**src/hw/rtl/iyfr_pkg.sv**
```systemverilog
// ----------------------------------------------------------------------------
// iyfr_pkg
// Types, codes and constants shared by the yaw frame receiver modules.
// ----------------------------------------------------------------------------
package iyfr_pkg;

	localparam int FRAME_BYTES_DEF = 11;

	localparam logic [7:0] HDR_BYTE = 8'h55;
	localparam logic [7:0] YAW_TYPE = 8'h53;
	localparam logic signed [8:0] YAW_SCALE = 9'sd180;

	localparam logic [1:0] REQ_START = 2'd0;
	localparam logic [1:0] REQ_BYTE = 2'd1;
	localparam logic [1:0] REQ_TICK = 2'd2;

	localparam logic [1:0] ST_OK = 2'd0;
	localparam logic [1:0] ST_TIMEOUT = 2'd1;
	localparam logic [1:0] ST_RXERR = 2'd2;

	localparam logic REG_READ_TO = 1'b0;
	localparam logic REG_BODY_TO = 1'b1;

	localparam logic [15:0] READ_TO_RST = 16'd100;
	localparam logic [7:0] BODY_TO_RST = 8'd20;

	typedef struct packed {
		logic [1:0] req_type;
		logic [7:0] rx_byte;
		logic rx_error;
	} item_t;

	typedef struct packed {
		logic valid;
		logic [1:0] status;
		logic signed [23:0] yaw_q15;
	} result_t;

endpackage

```
**src/hw/rtl/iyfr_parser.sv**
```systemverilog
// ----------------------------------------------------------------------------
// iyfr_parser
// Frame hunt, body collection, checksum, deadlines and yaw scaling for one
// item per enabled cycle.
// ----------------------------------------------------------------------------
module iyfr_parser
	import iyfr_pkg::*;
#(
	parameter int FRAME_BYTES = FRAME_BYTES_DEF
) (
	input  logic clk,
	input  logic arst_n,
	input  logic en,
	input  item_t item,
	input  logic [15:0] read_to,
	input  logic [7:0] body_to,
	output result_t res
);

	localparam int PosW = $clog2(FRAME_BYTES);
	localparam logic [PosW-1:0] LastPos = PosW'(FRAME_BYTES - 1);
	localparam logic [PosW-1:0] TypePos = PosW'(1);
	localparam logic [PosW-1:0] YawLoPos = PosW'(6);
	localparam logic [PosW-1:0] YawHiPos = PosW'(7);

	typedef enum logic [1:0] {
		PH_IDLE,
		PH_HUNT,
		PH_BODY
	} phase_t;

	phase_t phase_q, phase_d;
	logic [PosW-1:0] pos_q, pos_d;
	logic [7:0] sum_q, sum_d;
	logic [7:0] type_q, type_d;
	logic [7:0] ylo_q, ylo_d;
	logic [7:0] yhi_q, yhi_d;
	logic [15:0] read_q, read_d;
	logic [7:0] body_q, body_d;

	logic [15:0] read_inc;
	logic [7:0] body_inc;
	logic signed [15:0] raw;
	logic signed [23:0] yaw;

	assign read_inc = (read_q == 16'hFFFF) ? read_q : read_q + 16'd1;
	assign body_inc = (body_q == 8'hFF) ? body_q : body_q + 8'd1;
	assign raw = signed'({yhi_q, ylo_q});
	assign yaw = 24'(raw) * 24'(YAW_SCALE);

	always_comb begin
		phase_d = phase_q;
		pos_d = pos_q;
		sum_d = sum_q;
		type_d = type_q;
		ylo_d = ylo_q;
		yhi_d = yhi_q;
		read_d = read_q;
		body_d = body_q;
		res = '0;
		if (item.req_type == REQ_START) begin
			phase_d = PH_HUNT;
			pos_d = '0;
			sum_d = '0;
			body_d = '0;
			read_d = '0;
			if (read_to == 16'd0) begin
				res.valid = 1'b1;
				res.status = ST_TIMEOUT;
			end
		end else if (phase_q != PH_IDLE) begin
			unique case (item.req_type)
				REQ_TICK: begin
					read_d = read_inc;
					if (phase_q == PH_HUNT) begin
						if (read_inc >= read_to) begin
							res.valid = 1'b1;
							res.status = ST_TIMEOUT;
						end
					end else begin
						body_d = body_inc;
						if (body_inc >= body_to) begin
							res.valid = 1'b1;
							res.status = ST_TIMEOUT;
						end
					end
				end
				REQ_BYTE: begin
					if (item.rx_error) begin
						res.valid = 1'b1;
						res.status = ST_RXERR;
					end else if (phase_q == PH_HUNT) begin
						if (item.rx_byte == HDR_BYTE) begin
							phase_d = PH_BODY;
							pos_d = PosW'(1);
							sum_d = HDR_BYTE;
							body_d = '0;
						end
					end else begin
						if (pos_q == TypePos) type_d = item.rx_byte;
						if (pos_q == YawLoPos) ylo_d = item.rx_byte;
						if (pos_q == YawHiPos) yhi_d = item.rx_byte;
						if (pos_q < LastPos) begin
							sum_d = sum_q + item.rx_byte;
							pos_d = pos_q + PosW'(1);
						end else if (type_q == YAW_TYPE && sum_q == item.rx_byte) begin
							res.valid = 1'b1;
							res.status = ST_OK;
							res.yaw_q15 = yaw;
						end else begin
							phase_d = PH_HUNT;
							pos_d = '0;
							sum_d = '0;
							body_d = '0;
							if (read_q >= read_to) begin
								res.valid = 1'b1;
								res.status = ST_TIMEOUT;
							end
						end
					end
				end
				default: begin
				end
			endcase
		end
		if (res.valid) phase_d = PH_IDLE;
	end

	always_ff @(posedge clk or negedge arst_n) begin
		if (!arst_n) begin
			phase_q <= PH_IDLE;
			pos_q <= '0;
			sum_q <= '0;
			type_q <= '0;
			ylo_q <= '0;
			yhi_q <= '0;
			read_q <= '0;
			body_q <= '0;
		end else if (en) begin
			phase_q <= phase_d;
			pos_q <= pos_d;
			sum_q <= sum_d;
			type_q <= type_d;
			ylo_q <= ylo_d;
			yhi_q <= yhi_d;
			read_q <= read_d;
			body_q <= body_d;
		end
	end

`ifndef ASSERT_OFF
	a_result_idles: assert property (@(posedge clk) disable iff (!arst_n)
		en && res.valid |=> phase_q == PH_IDLE)
		else $error("Parser did not go idle after a result.");
	a_hunt_pos: assert property (@(posedge clk) disable iff (!arst_n)
		phase_q == PH_HUNT |-> pos_q == '0 && sum_q == '0)
		else $error("Hunt phase with a non-zero position or sum.");
	a_body_pos: assert property (@(posedge clk) disable iff (!arst_n)
		phase_q == PH_BODY |-> pos_q != '0)
		else $error("Body phase at position zero.");
	a_err_yaw: assert property (@(posedge clk) disable iff (!arst_n)
		res.valid && res.status != ST_OK |-> res.yaw_q15 == '0)
		else $error("Failed read carries a non-zero yaw.");
`endif

endmodule

```
**src/hw/rtl/imu_yaw_frame_receiver.sv**
```systemverilog
// ----------------------------------------------------------------------------
// imu_yaw_frame_receiver
// Yaw read from a serial inertial sensor: hunts for a yaw frame, checks its
// sum and reports the yaw in units of 2^-15 degree, with millisecond deadlines.
//
// Channel  Signals                          Contents
// s_axis   s_tvalid s_tready s_tdata s_tuser  request, received byte, error
// m_axis   m_tvalid m_tready m_tdata m_tuser  status, yaw
// cfg      cfg_we cfg_index cfg_data          deadline registers
//
// One item is accepted per cycle while the parser is not stalled by a result
// waiting in the output register; an accepted item is held in the input
// register until the parser advances, and its result, if any, is then
// registered in the output register, which parts the two sides, so one item
// is still taken while a result waits. Reset is asynchronous and clears
// all control state and the deadline registers to 100 ms and 20 ms.
// ----------------------------------------------------------------------------
module imu_yaw_frame_receiver
	import iyfr_pkg::*;
#(
	parameter int FRAME_BYTES = FRAME_BYTES_DEF
) (
	input  logic clk,
	input  logic arst_n,
	input  logic s_tvalid,
	output logic s_tready,
	input  logic [15:0] s_tdata, // [7:0] rx_byte, [8] rx_error, rest zero
	input  logic [1:0] s_tuser,  // [1:0] req_type
	output logic m_tvalid,
	input  logic m_tready,
	output logic [23:0] m_tdata, // [23:0] yaw_q15
	output logic [1:0] m_tuser,  // [1:0] status
	input  logic cfg_we,
	input  logic cfg_index,
	input  logic [15:0] cfg_data
);

	logic [15:0] read_to_q;
	logic [7:0] body_to_q;
	logic s1_valid_q;
	item_t item_s1;
	logic advance;
	result_t res;
	logic out_valid_q;
	logic [1:0] status_q;
	logic [23:0] yaw_q;

	assign advance = s1_valid_q && (!out_valid_q || m_tready);
	assign s_tready = !s1_valid_q || advance;

	always_ff @(posedge clk or negedge arst_n) begin
		if (!arst_n) begin
			read_to_q <= READ_TO_RST;
			body_to_q <= BODY_TO_RST;
		end else if (cfg_we) begin
			unique case (cfg_index)
				REG_READ_TO: read_to_q <= cfg_data;
				REG_BODY_TO: body_to_q <= cfg_data[7:0];
				default: begin
				end
			endcase
		end
	end

	always_ff @(posedge clk or negedge arst_n) begin
		if (!arst_n) begin
			s1_valid_q <= 1'b0;
		end else if (s_tready) begin
			s1_valid_q <= s_tvalid;
		end
	end

	always_ff @(posedge clk) begin
		if (s_tvalid && s_tready) begin
			item_s1.req_type <= s_tuser;
			item_s1.rx_byte <= s_tdata[7:0];
			item_s1.rx_error <= s_tdata[8];
		end
	end

	iyfr_parser #(
		.FRAME_BYTES(FRAME_BYTES)
	) u_parser (
		.clk(clk),
		.arst_n(arst_n),
		.en(advance),
		.item(item_s1),
		.read_to(read_to_q),
		.body_to(body_to_q),
		.res(res)
	);

	always_ff @(posedge clk or negedge arst_n) begin
		if (!arst_n) begin
			out_valid_q <= 1'b0;
		end else begin
			if (m_tready) out_valid_q <= 1'b0;
			if (advance && res.valid) out_valid_q <= 1'b1;
		end
	end

	always_ff @(posedge clk) begin
		if (advance && res.valid) begin
			status_q <= res.status;
			yaw_q <= res.yaw_q15;
		end
	end

	assign m_tvalid = out_valid_q;
	assign m_tdata = yaw_q;
	assign m_tuser = status_q;

endmodule
```
**config.mk**
```make
export PLATFORM = sky130hd
export DESIGN_NAME = imu_yaw_frame_receiver
export DESIGN_NICKNAME = d
export VERILOG_FILES = /design/src/hw/rtl/iyfr_pkg.sv /design/src/hw/rtl/iyfr_parser.sv /design/src/hw/rtl/imu_yaw_frame_receiver.sv
export SDC_FILE = /design/constraint.sdc
export NUM_CORES = 1
export LEC_CHECK = 0
export BUFFER_PORTS_ARGS = -buffer_cell sky130_fd_sc_hd__buf_2
export CAP_MARGIN = 20
export CORE_MARGIN = 2
export CORE_UTILIZATION = 30
export DETAILED_ROUTE_END_ITERATION = 16
export PLACE_DENSITY = 0.51
export SYNTH_ARGS = -nofsm -noshare
export SYNTH_HDL_FRONTEND = slang
export SYNTH_SLANG_ARGS = --single-unit
```
**constraint.sdc**
```tcl
create_clock -name clk -period 5.5 [get_ports clk]
set_clock_uncertainty 0.2 [all_clocks]
set_input_delay 0.825 -clock clk [delete_from_list [all_inputs] [get_ports clk]]
set_output_delay 0.825 -clock clk [all_outputs]
set_load 0.01 [all_outputs]
```
# Yosys cells after proc, flatten, opt, wreduce, memory -nomap -nowiden
# Index checks and enable logic that the tools add are counted.
[totals]
register_bits = 125
input_bits = 40
output_inout_bits = 28
wordCells = 141
[op_classes]
add_sub_neg = 4
n_mul = 1
n_lt_le_gt_ge = 4
n_eq_ne = 23
n_mux = 55
bitwise_logic = 7
reduce_logical = 29
[op_table]
columns = ["op", "n"]
rows = [
  ["2-to-1 mux 8 bit", 16],
  ["2-to-1 mux 27 bit", 3],
  ["2-to-1 mux 24 bit", 3],
  ["2-to-1 mux 16 bit", 4],
  ["greater-or-equal comparator 16 bit", 2],
  ["2-to-1 mux 4 bit", 8],
  ["AND reduction 7 bit", 4],
  ["2-to-1 mux 3 bit", 8],
  ["multiplier 16 x 7 -> 22 bit (second input constant)", 1],
  ["2-to-1 mux 2 bit", 9],
  ["adder 16 x 1 -> 16 bit (second input constant)", 1],
  ["equality test 16 bit (second input constant)", 1],
  ["equality test 8 x 7 -> 1 bit (second input constant)", 2],
  ["zero test 16 bit", 1],
  ["inequality test 4 x 2 -> 1 bit (second input constant)", 4],
  ["case mux 8 bit (2 select lines)", 1],
  ["nonzero test 2 bit", 5],
  ["inequality test 3 x 2 -> 1 bit (second input constant)", 3],
  ["nonzero test 3 bit", 3],
  ["adder 8 x 1 -> 8 bit (second input constant)", 1],
  ["adder 8 bit", 1],
  ["equality test 4 x 3 -> 1 bit (second input constant)", 2],
  ["equality test 8 bit", 1],
  ["equality test 8 bit (second input constant)", 1],
  ["23 further kinds", 38],
]

# Logic depth before layout (Yosys ltp)
[depth]
depth_word = 11
ltp_mapped = 17

# Hierarchy
# A second synthesis with hierarchy kept.
[unflattened]
hier_cells = 850
area_unflattened_um2 = 8826.0
[by_module_without_submodules]
columns = ["module", "instances", "cells_each", "area_each_um2", "seq_area_each_um2"]
rows = [
  ["iyfr_parser", 1, 751, 6667.6, 1551.5],
  ["imu_yaw_frame_receiver", 1, 99, 2158.3, 1767.9],
]

# Worst setup path after synthesis
# OpenSTA, ideal clock, no wires.
[synth_path]
path_type = "register -> register"
start = "register u_parser.read_q[2]"
end = "register yaw_q[10], in the netlist m_tdata[10] (enable)"
arrival_ps = 4138
slack_ps = 757
path_stages_with_launch = 16
n_path_buf = 2
synth_period_minus_slack_ps = 4743
cell_sequence = "dfrtp_1 > buf_2 > and4_1 > and2_4 > nand4_2 > or4_4 > buf_6 > mux2_4 > ha_1 > a2111oi_0 > a211o_1 > a31oi_1 > o2111ai_1 > a21oi_1 > nor2_1 > nor2_1"
[synth_via]
elab_chain_len = 10
[synth_lines]
columns = ["element", "line_no", "source"]
rows = [
  ["start: declaration", "iyfr_parser.sv:38", "logic [15:0] read_q, read_d;"],
  ["start signal: assignment", "iyfr_parser.sv:146", "read_q <= read_d;"],
  ["parallel branches: the longest is 6 deep, another holds adder 16 x 1 -> 16 bit", "--", ""],
  ["case mux 3 bit (2 select lines) *", "iyfr_parser.sv:72", "unique case (item.req_type)"],
  ["2-to-1 mux 27 bit *", "iyfr_parser.sv:71", "end else if (phase_q != PH_IDLE) begin"],
  ["2-to-1 mux 3 bit *", "iyfr_parser.sv:61", "if (item.req_type == REQ_START) begin"],
  ["logical AND 1 bit *", "imu_yaw_frame_receiver.sv:103", "if (advance && res.valid) begin"],
  ["end signal: assignment", "imu_yaw_frame_receiver.sv:105", "yaw_q <= res.yaw_q15;"],
  ["end: declaration", "imu_yaw_frame_receiver.sv:46", "logic [23:0] yaw_q;"],
]
# Every way passes the cells marked *.
# A chain may end at the register's enable or synchronous reset.

# Worst setup path after layout
[layout_path]
start = "register u_parser.ylo_q[5]"
end = "register yaw_q[23], in the netlist m_tdata[23] (data pin)"
[layout_via]
elab_chain_len = 1
[layout_lines]
columns = ["element", "line_no", "source"]
rows = [
  ["start: declaration", "iyfr_parser.sv:36", "logic [7:0] ylo_q, ylo_d;"],
  ["start signal: assignment", "iyfr_parser.sv:144", "ylo_q <= ylo_d;"],
  ["multiplier 16 x 7 -> 22 bit", "iyfr_parser.sv:49", "assign yaw = 24'(raw) * 24'(YAW_SCALE);"],
]
# No other way between the ends.

==> impl_metrics.sql <==
INSERT INTO impl_metrics (metric_group, metric, value, unit) VALUES
('outcome', 'status', 'complete, no violations', ''),
('power_and_ir_drop', 'total_power', '3.00', 'mW'),
('timing', 'final_hold_vio_count', '0', ''),
('floorplan', 'top_level_ports', '68', ''),
('clock_network', 'cts_setup_buffers', '0', ''),
('logic_synthesis', 'ys_async_sr_fraction', '0.715', ''),
('power_and_ir_drop', 'p_comb_frac', '0.248', ''),
('cells_and_area', 'synthToLayoutAreaGrowth', '15.0', '%'),
('clock_network', 'tritoncts.num_buffers', '17', ''),
('timing', 'worst_slew_pin_slew', '0.932', 'ns'),
('timing', 'worst_slew_margin_rel', '0.378', ''),
('logic_synthesis', 'synth_area', '8780', 'um2'),
('timing', 'setup_violations', '0', ''),
('setup_path', 'timing.critical_path.to_type', 'register', ''),
('placement', 'detailedPlacementHpwl', '14.4', 'mm'),
('cells_and_area', 'post_route_cells_drive_above_1_share', '0.153', ''),
('logic_synthesis', 'synth_edf_count', '35', ''),
('setup_path', 'startpoint_type', 'register', ''),
('floorplan', 'initial_utilization', '0.305', ''),
('floorplan', 'num_rows', '62', ''),
('floorplan', 'die_y', '175', 'um'),
('setup_path', 'path_cells', 'ha_1 > ha_1 > inv_1 > fa_1 > inv_1 > fa_1 > ha_1 > or2_2 > a21o_1 > a31o_2 > a31o_2 > a2111oi_2 > a21oi_1 > xnor2_1 > nor2_1', ''),
('power_and_ir_drop', 'cellPowerDensity', '297', 'nW/um2'),
('placement', 'io_buffers', '58', ''),
('setup_path', 'cp_data_required_time', '5.45', 'ns'),
('clock_network', 'cts-root-buf', 'sky130_fd_sc_hd__clkbuf_16', ''),
('setup_path', 'worst_path_max_delay_cell', 'sky130_fd_sc_hd__fa_1', ''),
('power_and_ir_drop', 'power_leakage', '4.73', 'nW'),
('clock_network', 'clock_tree.htree_level_count', '4', ''),
('global_routing', 'globalRouteOverflowTotal', '0', ''),
('run', 'maxCapViolCount', '0', ''),
('global_routing', 'initial_antenna_violation_count', '0', ''),
('setup_path', 'crit_arrival', '4.63', 'ns'),
('floorplan', 'die_w', '175', 'um'),
('global_routing', 'grt_first_pass_wirelength', '32.1', 'mm'),
('global_routing', 'grt_max_degree', '47', ''),
('clock_network', 'clkLatencyLatePin', '0.42', 'ns'),
('setup_path', 'path_buf_inv', '2', ''),
('setup_path', 'r2r_setup_slack', '0.82', 'ns'),
('clock_network', 'post_cts.resized_instances', '0', ''),
('logic_synthesis', 'synth-seq-area-share', '0.371', ''),
('detailed_routing', 'detail_route.wirelength', '18.9', 'mm'),
('clock_network', 'tritoncts', 'done', ''),
('cells_and_area', 'utilization', '0.351', ''),
('cells_and_area', 'layout.cells.non_filler', '1344', ''),
('detailed_routing', 'detail_route.wl_per_cell', '14.1', 'um'),
('timing', 'unrepaired_setup_endpoints_after_global_routing', 'no', ''),
('power_and_ir_drop', 'p_sw_frac', '0.322', ''),
('logic_synthesis', 'synth_flop_cell', 'sky130_fd_sc_hd__dfrtp_1', ''),
('clock_network', 'holdBufCountCts', '0', ''),
('power_and_ir_drop', 'power.net_switching', '0.966', 'mW'),
('logic_synthesis', 'yosys-top-cells-count', 'sky130_fd_sc_hd__inv_1, sky130_fd_sc_hd__ha_1, sky130_fd_sc_hd__dfrtp_1, sky130_fd_sc_hd__nand2_1, sky130_fd_sc_hd__nor2_1', ''),
('logic_synthesis', 'fraction_of_post_synthesis_cell_area_in_the_top_cell_type_by_area', '0.237', ''),
('setup_path', 'timing.rr.start', 'u_parser.ylo_q[5]', ''),
('clock_network', 'clock-sinks', '123', ''),
('timing', 'final.hold.worst_slack', '0.182', 'ns'),
('cells_and_area', 'nNetsFinal', '1125', ''),
('detailed_routing', 'drt_pass1_iterations', '4', ''),
('detailed_routing', 'via_per_inst', '4.68', ''),
('setup_path', 'cpLargestDelayFamily', 'adder cells', ''),
('clock_network', 'clk_path_buf_depth', '2', ''),
('setup_path', 'timing.critical_path.fanout_max', '5', ''),
('setup_path', 'max_stage_delay', '0.52', 'ns'),
('cells_and_area', 'n_antenna_cell', '0', ''),
('clock_network', 'clk_pin_slew', '0.06', 'ns'),
('setup_path', 'reg_to_reg_critical_path_endpoint', 'm_tdata[23]', ''),
('setup_path', 'crit_path_frequent_cell', 'sky130_fd_sc_hd__ha_1', ''),
('timing', 'fin_tns_setup', '0', 'ns'),
('detailed_routing', 'num_vias', '6285', ''),
('detailed_routing', 'remaining_drc_errors', '0', ''),
('min_path', 'min-delay-path-class', 'primary input to async pin', '');
[worst max path at each step]
stage | slack (ns) | to | cells past startpoint | start
after floorplan | 0.76 | m_tdata[10] | 15 | u_parser.read_q[2]
after global placement | 0.82 | m_tdata[23] | 15 | u_parser.ylo_q[5]
after detailed placement | 0.80 | m_tdata[23] | 15 | u_parser.ylo_q[5]
after CTS | 0.78 | m_tdata[23] | 15 | u_parser.ylo_q[5]
after global routing | 0.55 | m_tdata[2] | 16 | u_parser.read_q[2]
final | 0.82 | m_tdata[23] | 15 | u_parser.ylo_q[5]
[routing by layer]
layer  GRT usage  share of wire  vias up
li1            -              -     3205
met1       0.170           0.48     3006
met2       0.222           0.48       62
met3      0.0242          0.024       12
met4      0.0420          0.012        0
met5           0              0        -
[through the flow]
step                      worst slack, ns  area (um2)
after floorplan                     0.757        8780
after global placement              0.820        9510
final                               0.819       10100
after CTS                           0.785       10100
after detailed placement            0.804        9510
after global routing                0.546       10100
[registers in the layout, indices dropped and copies added, names as in the netlist, 8 cells and up]
| register | cells |
|---|---|
| m_tdata | 22 |
| body_to_q | 8 |
| u_parser.sum_q | 8 |
| u_parser.read_q | 16 |
| u_parser.type_q | 8 |
| u_parser.body_q | 8 |
| read_to_q | 16 |
| item_s1 | 11 |
| u_parser.ylo_q | 8 |
| u_parser.yhi_q | 8 |
[logic make-up (layout without fill, tap and decap cells)]
logic type	Yosys count	after routing	synth area share
other cells	1	2	0.000427
xor+xnor	38	38	0.0379
simple gates	239	239	0.133
mux	41	41	0.0519
compound gates	173	173	0.126
flops	123	123	0.371
buf+inv	130	206	0.0577
fa+ha+maj	138	138	0.222
[layout by cell type, fill, tap and decap left out, types with 5 or more instances in the layout]
master | netlist | final
sky130_fd_sc_hd__a31oi_1 | 9 | 9
sky130_fd_sc_hd__a22o_1 | 7 | 7
sky130_fd_sc_hd__o31ai_1 | 7 | 7
sky130_fd_sc_hd__edfxtp_1 | 35 | 35
sky130_fd_sc_hd__nand2b_1 | 10 | 10
sky130_fd_sc_hd__mux2_2 | 32 | 32
sky130_fd_sc_hd__nor2_1 | 70 | 69
sky130_fd_sc_hd__o21ai_0 | 60 | 59
sky130_fd_sc_hd__fa_1 | 29 | 29
sky130_fd_sc_hd__clkinvlp_4 | 0 | 5
sky130_fd_sc_hd__dfstp_2 | 5 | 5
sky130_fd_sc_hd__buf_2 | 3 | 57
sky130_fd_sc_hd__and3_1 | 5 | 5
sky130_fd_sc_hd__nor4_1 | 9 | 9
sky130_fd_sc_hd__ha_1 | 109 | 109
sky130_fd_sc_hd__a21oi_1 | 37 | 37
sky130_fd_sc_hd__clkbuf_16 | 0 | 18
sky130_fd_sc_hd__a32o_1 | 6 | 6
sky130_fd_sc_hd__mux2i_1 | 8 | 8
sky130_fd_sc_hd__a211oi_1 | 5 | 5
sky130_fd_sc_hd__nand2_1 | 70 | 70
sky130_fd_sc_hd__xnor2_1 | 25 | 25
sky130_fd_sc_hd__buf_4 | 2 | 6
sky130_fd_sc_hd__inv_1 | 110 | 110
sky130_fd_sc_hd__xor2_1 | 13 | 13
sky130_fd_sc_hd__dfrtp_1 | 83 | 83
sky130_fd_sc_hd__nor2b_1 | 13 | 12
sky130_fd_sc_hd__nor3_1 | 11 | 11
sky130_fd_sc_hd__nand4_1 | 14 | 14
sky130_fd_sc_hd__a21o_1 | 13 | 13
sky130_fd_sc_hd__nand3_1 | 11 | 11
[power groups by stage]
stage               clock network, mW  registers [mW]  logic, mW
floorplan                           0            1.15      0.586
CTS                              1.12            1.17      0.755
finish                           1.08            1.17      0.745
detailed placement                  0            1.19      0.749
global placement                    0            1.19      0.737
global route                     1.16            1.19      0.858
[cell type report]
cell class | instances | area [um2]
Sequential cell | 123 | 3260
Clock buffer | 18 | 450
Fill cell | 2965 | 18700
Tap cell | 384 | 480
Clock inverter | 14 | 120
Timing Repair Buffer | 64 | 345
Multi-Input combinational cell | 631 | 5020
Inverter | 110 | 413
Note: power is estimated with default switching activity, not from simulation.
